--- src/design/bsa_ram.sv ---
module bsa_ram #(
   parameter int Width = 8,
   parameter int Depth = 256
) (
   input  logic                     clock,
   input  logic                     wr_en,
   input  logic [$clog2(Depth)-1:0] wr_addr,
   input  logic [Width-1:0]         wr_data,
   input  logic [$clog2(Depth)-1:0] rd_addr,
   output logic [Width-1:0]         rd_data
);
   logic [Width-1:0] mem_ff [Depth];

   // one write port, one registered read port
   always_ff @(posedge clock) begin
      if (wr_en) begin
         mem_ff[wr_addr] <= wr_data;
      end
      rd_data <= mem_ff[rd_addr];
   end
endmodule
--- config.mk ---
export PLATFORM = sky130hd
export DESIGN_NAME = bsa_ram
export DESIGN_NICKNAME = d
export VERILOG_FILES = /design/src/design/bsa_ram.sv
export SDC_FILE = /design/constraint.sdc
export NUM_CORES = 2
export LEC_CHECK = 0
export ABC_AREA = 1
export BUFFER_PORTS_ARGS = -buffer_cell sky130_fd_sc_hd__clkbuf_2
export CAP_MARGIN = 15
export CORE_ASPECT_RATIO = 1.25
export CORE_MARGIN = 1
export CORE_UTILIZATION = 40
export DETAILED_ROUTE_END_ITERATION = 16
export HOLD_SLACK_MARGIN = 0.08
export PLACE_DENSITY_LB_ADDON = 0.1
export SETUP_SLACK_MARGIN = 0.3
export SYNTH_ARGS = -nofsm -noshare
export SYNTH_HDL_FRONTEND = slang
export SYNTH_SLANG_ARGS = --single-unit
--- constraint.sdc ---
create_clock -name clock -period 1.9 [get_ports clock]
set_input_delay 0.38 -clock clock [delete_from_list [all_inputs] [get_ports clock]]
set_output_delay 0.38 -clock clock [all_outputs]
set_load 0.005 [all_outputs]
==> impl_metrics.json <==
{
  "status": "finished clean",
  "ys_types": 14,
  "initial_core_util_pct": 40.2,
  "path_class": "flip-flop to output pin",
  "netlist.area_leader.share_pct": 73.7,
  "post-route-period-util_pct": 94.9,
  "hold_violations": 0,
  "fmax_mhz": 555,
  "ios": 34,
  "rows": 187,
  "nFillCells": 18200,
  "power.total_mw": 97.5,
  "antenna_found_initial": 14,
  "drive_above_1_share_pct": 19.6,
  "r2r_slack_ns": 0.14,
  "synth_area_leader_cell": "edfxtp_1",
  "avgSynthCellArea_um2": 11.9,
  "synth-seq-cells": 2056,
  "placed_cell_area_um2": 94000,
  "synthMuxAreaShare_pct": 0,
  "dieHeight_um": 513,
  "netlist_instances": 7003,
  "routed-via-count": 56800,
  "skew_ns": 0.0342,
  "setup_ws_ns": 0.0967,
  "grt_start_max_net_pins": 65,
  "timing.rr.start": "mem_ff[215][4]",
  "crit_path_top_delay_cell": "dfxtp_4",
  "synthAdderAreaFrac_pct": 0,
  "clk_pin_slew_worst_paths_ns": 0.06,
  "syn_to_final_growth_pct": 23.0,
  "dieArea_um2": 210000,
  "clock_sinks": 2056,
  "yosysWarningCount": 0,
  "gp_congestion": 0.867,
  "grt_pass1_wl_um": 380000,
  "fp.dieW_um": 410,
  "routed_wl_um": 263000,
  "cp.arrival_ns": 1.42,
  "synth_simple_gate_area_share_pct": 22.9,
  "synth_fp_nets": 7029,
  "drc": 0,
  "initialDrtViolationCount": 5711,
  "synth_seq_area_share_pct": 73.9,
  "grt_pass1_vias": 55800,
  "hold_path_class": "input port to flip-flop",
  "max_cap_viol_count": 0,
  "root_buffer": "clkbuf_16",
  "r2r_end": "rd_data[4]",
  "post-route-min-period_ns": 1.80,
  "crit_required_ns": 1.52,
  "drtPass1Iterations": 14,
  "critical_path.endpoint_type": "output pin",
  "overflow": 0,
  "ir_drop_v": 0.000880,
  "cts_max_level": 4,
  "via_per_inst": 5.38,
  "slew_headroom_pct": 34.9,
  "mostFrequentLayoutCell": "nand2_1",
  "place.port_buffers": 33,
  "rsz0062_at_grt": "true",
  "synth_top_family_by_area": "simple AND/OR/NAND/NOR gates",
  "slew_viol_final": 0,
  "final_area_um2": 103000,
  "numCtsBuffers": 203,
  "leakage_nw": 37.0,
  "crit_family": "flip-flops",
  "setup_viol": 0,
  "crit_path_start_kind": "flip-flop",
  "layout_common_cells": "2091 x nand2_1, 2048 x edfxtp_1, 1782 x nand3_1",
  "place_ws_ns": -0.989,
  "netlist_top_cells_area": "edfxtp_1 74%, nand3_1 12%, nand2_1 9.6%",
  "worst-path-buf-inv": 1,
  "worstSkewPairLatency_ns": 0.86,
  "whs_endpoint": "rd_data[0]",
  "post-dp-hpwl_um": 171000,
  "synth-xor-area-share_pct": 0,
  "reg2regPathDepth": 11,
  "netlist_area_um2": 83400,
  "whs_path_depth": 5,
  "max_stage_delay_ns": 0.42,
  "grt_use_total_pct": 24.7,
  "worstHoldStart": "rd_addr[6]",
  "crit_chain": "buf_8",
  "cts_buffer_depth": 3,
  "antenna_left": 0,
  "critPathMaxFanout": 1,
  "fin_nets": 7681,
  "pwr_density_cell_nw_per_um2": 950,
  "tightest_slew_ns": 0.976,
  "fp.coreArea_um2": 208000,
  "wl_per_cell_um": 24.8,
  "synth-compound-area-share_pct": 0,
  "cts_tree": "built"
}
==> cell usage after synthesis (all sizes together) <==
master  count
nand2    2123
inv        39
clkbuf    112
buf       371
edfxtp   2048
nand3    2019
dfxtp       8
nor2      283
==> sequential cells by signal, indices dropped and copies added (netlist names) <==
| signal | flops |
|---|---|
| mem_ff | 2048 |
| rd_data | 8 |
==> kinds of logic (layout without fill, tap and decap cells) <==
kind of cell           after synthesis  after routing
buffers and inverters              522           1343
DFF                               2056           2056
other                                0              3
and+or+nand+nor                   4425           4425
==> final cells by class <==
| cell class | count | area [µm²] | share of cell area [%] |
|---|---|---|---|
| Timing Repair Buffer | 930 | 9830 | 9.59 |
| Antenna cell | 3 | 7.51 | 0.00732 |
| Clock inverter | 113 | 1030 | 1.01 |
| Sequential cell | 2056 | 61700 | 60.1 |
| Clock buffer | 261 | 5420 | 5.29 |
| Inverter | 39 | 180 | 0.176 |
| Tap cell | 2740 | 3430 | 3.34 |
| Multi-Input combinational cell | 4425 | 21000 | 20.5 |
==> through the flow <==
stage | cells | util (%) | setup TNS (ns) | hold slack, ns
4_1_cts | 10600 | 48.9 | 0 | 0.0904
5_1_grt | 10600 | 49.4 | 0 | 0.0875
3_3_place_gp | 10200 | 45.3 | -27.09 | 0.794
2_1_floorplan | 7003 | - | 0 | 0.479
3_5_place_dp | 10200 | 45.3 | -27.30 | 0.794
6_report | 10600 | 49.4 | 0 | 0.132
==> where the power goes <==
part / leakage (nW) / switching, mW / total (mW) / internal (mW)
clock: 3.17 / 17.3 / 39.8 / 22.5
combinational: 15.4 / 5.11 / 7.63 / 2.52
sequential: 18.5 / 0.0675 / 50.0 / 50.0
==> layer usage <==
layer  vias up  routed length (µm)  track usage, %
met4         2                9500            8.73
met1     28400              110000            33.2
li1      26200                   -               -
met3       421               14700            2.95
met2      1775              128000            41.2
met5         -                  13               0
==> how the worst max path moves through the flow <==
stage | start | endpoint | cells after the start
after floorplan | wr_en | mem_ff[189][0] | 4
after global placement | rd_addr[0] | rd_data[2] | 14
after detailed placement | rd_addr[0] | rd_data[6] | 14
after CTS | rd_data[2] | rd_data[2] | 1
after global routing | mem_ff[215][4] | rd_data[4] | 11
final | rd_data[2] | rd_data[2] | 1
==> timing repair <==
item | CTS | global route
endpoints found under the setup margin | 16 | 16
resized for setup | 170 | 190
hold buffers | 8 | 0
cloned | 1 | 5
buffers inserted | 3 | 6
hold endpoints to repair | 196 | 0
pin swaps | 23 | 65
Note: power is estimated with default switching activity, not from simulation.
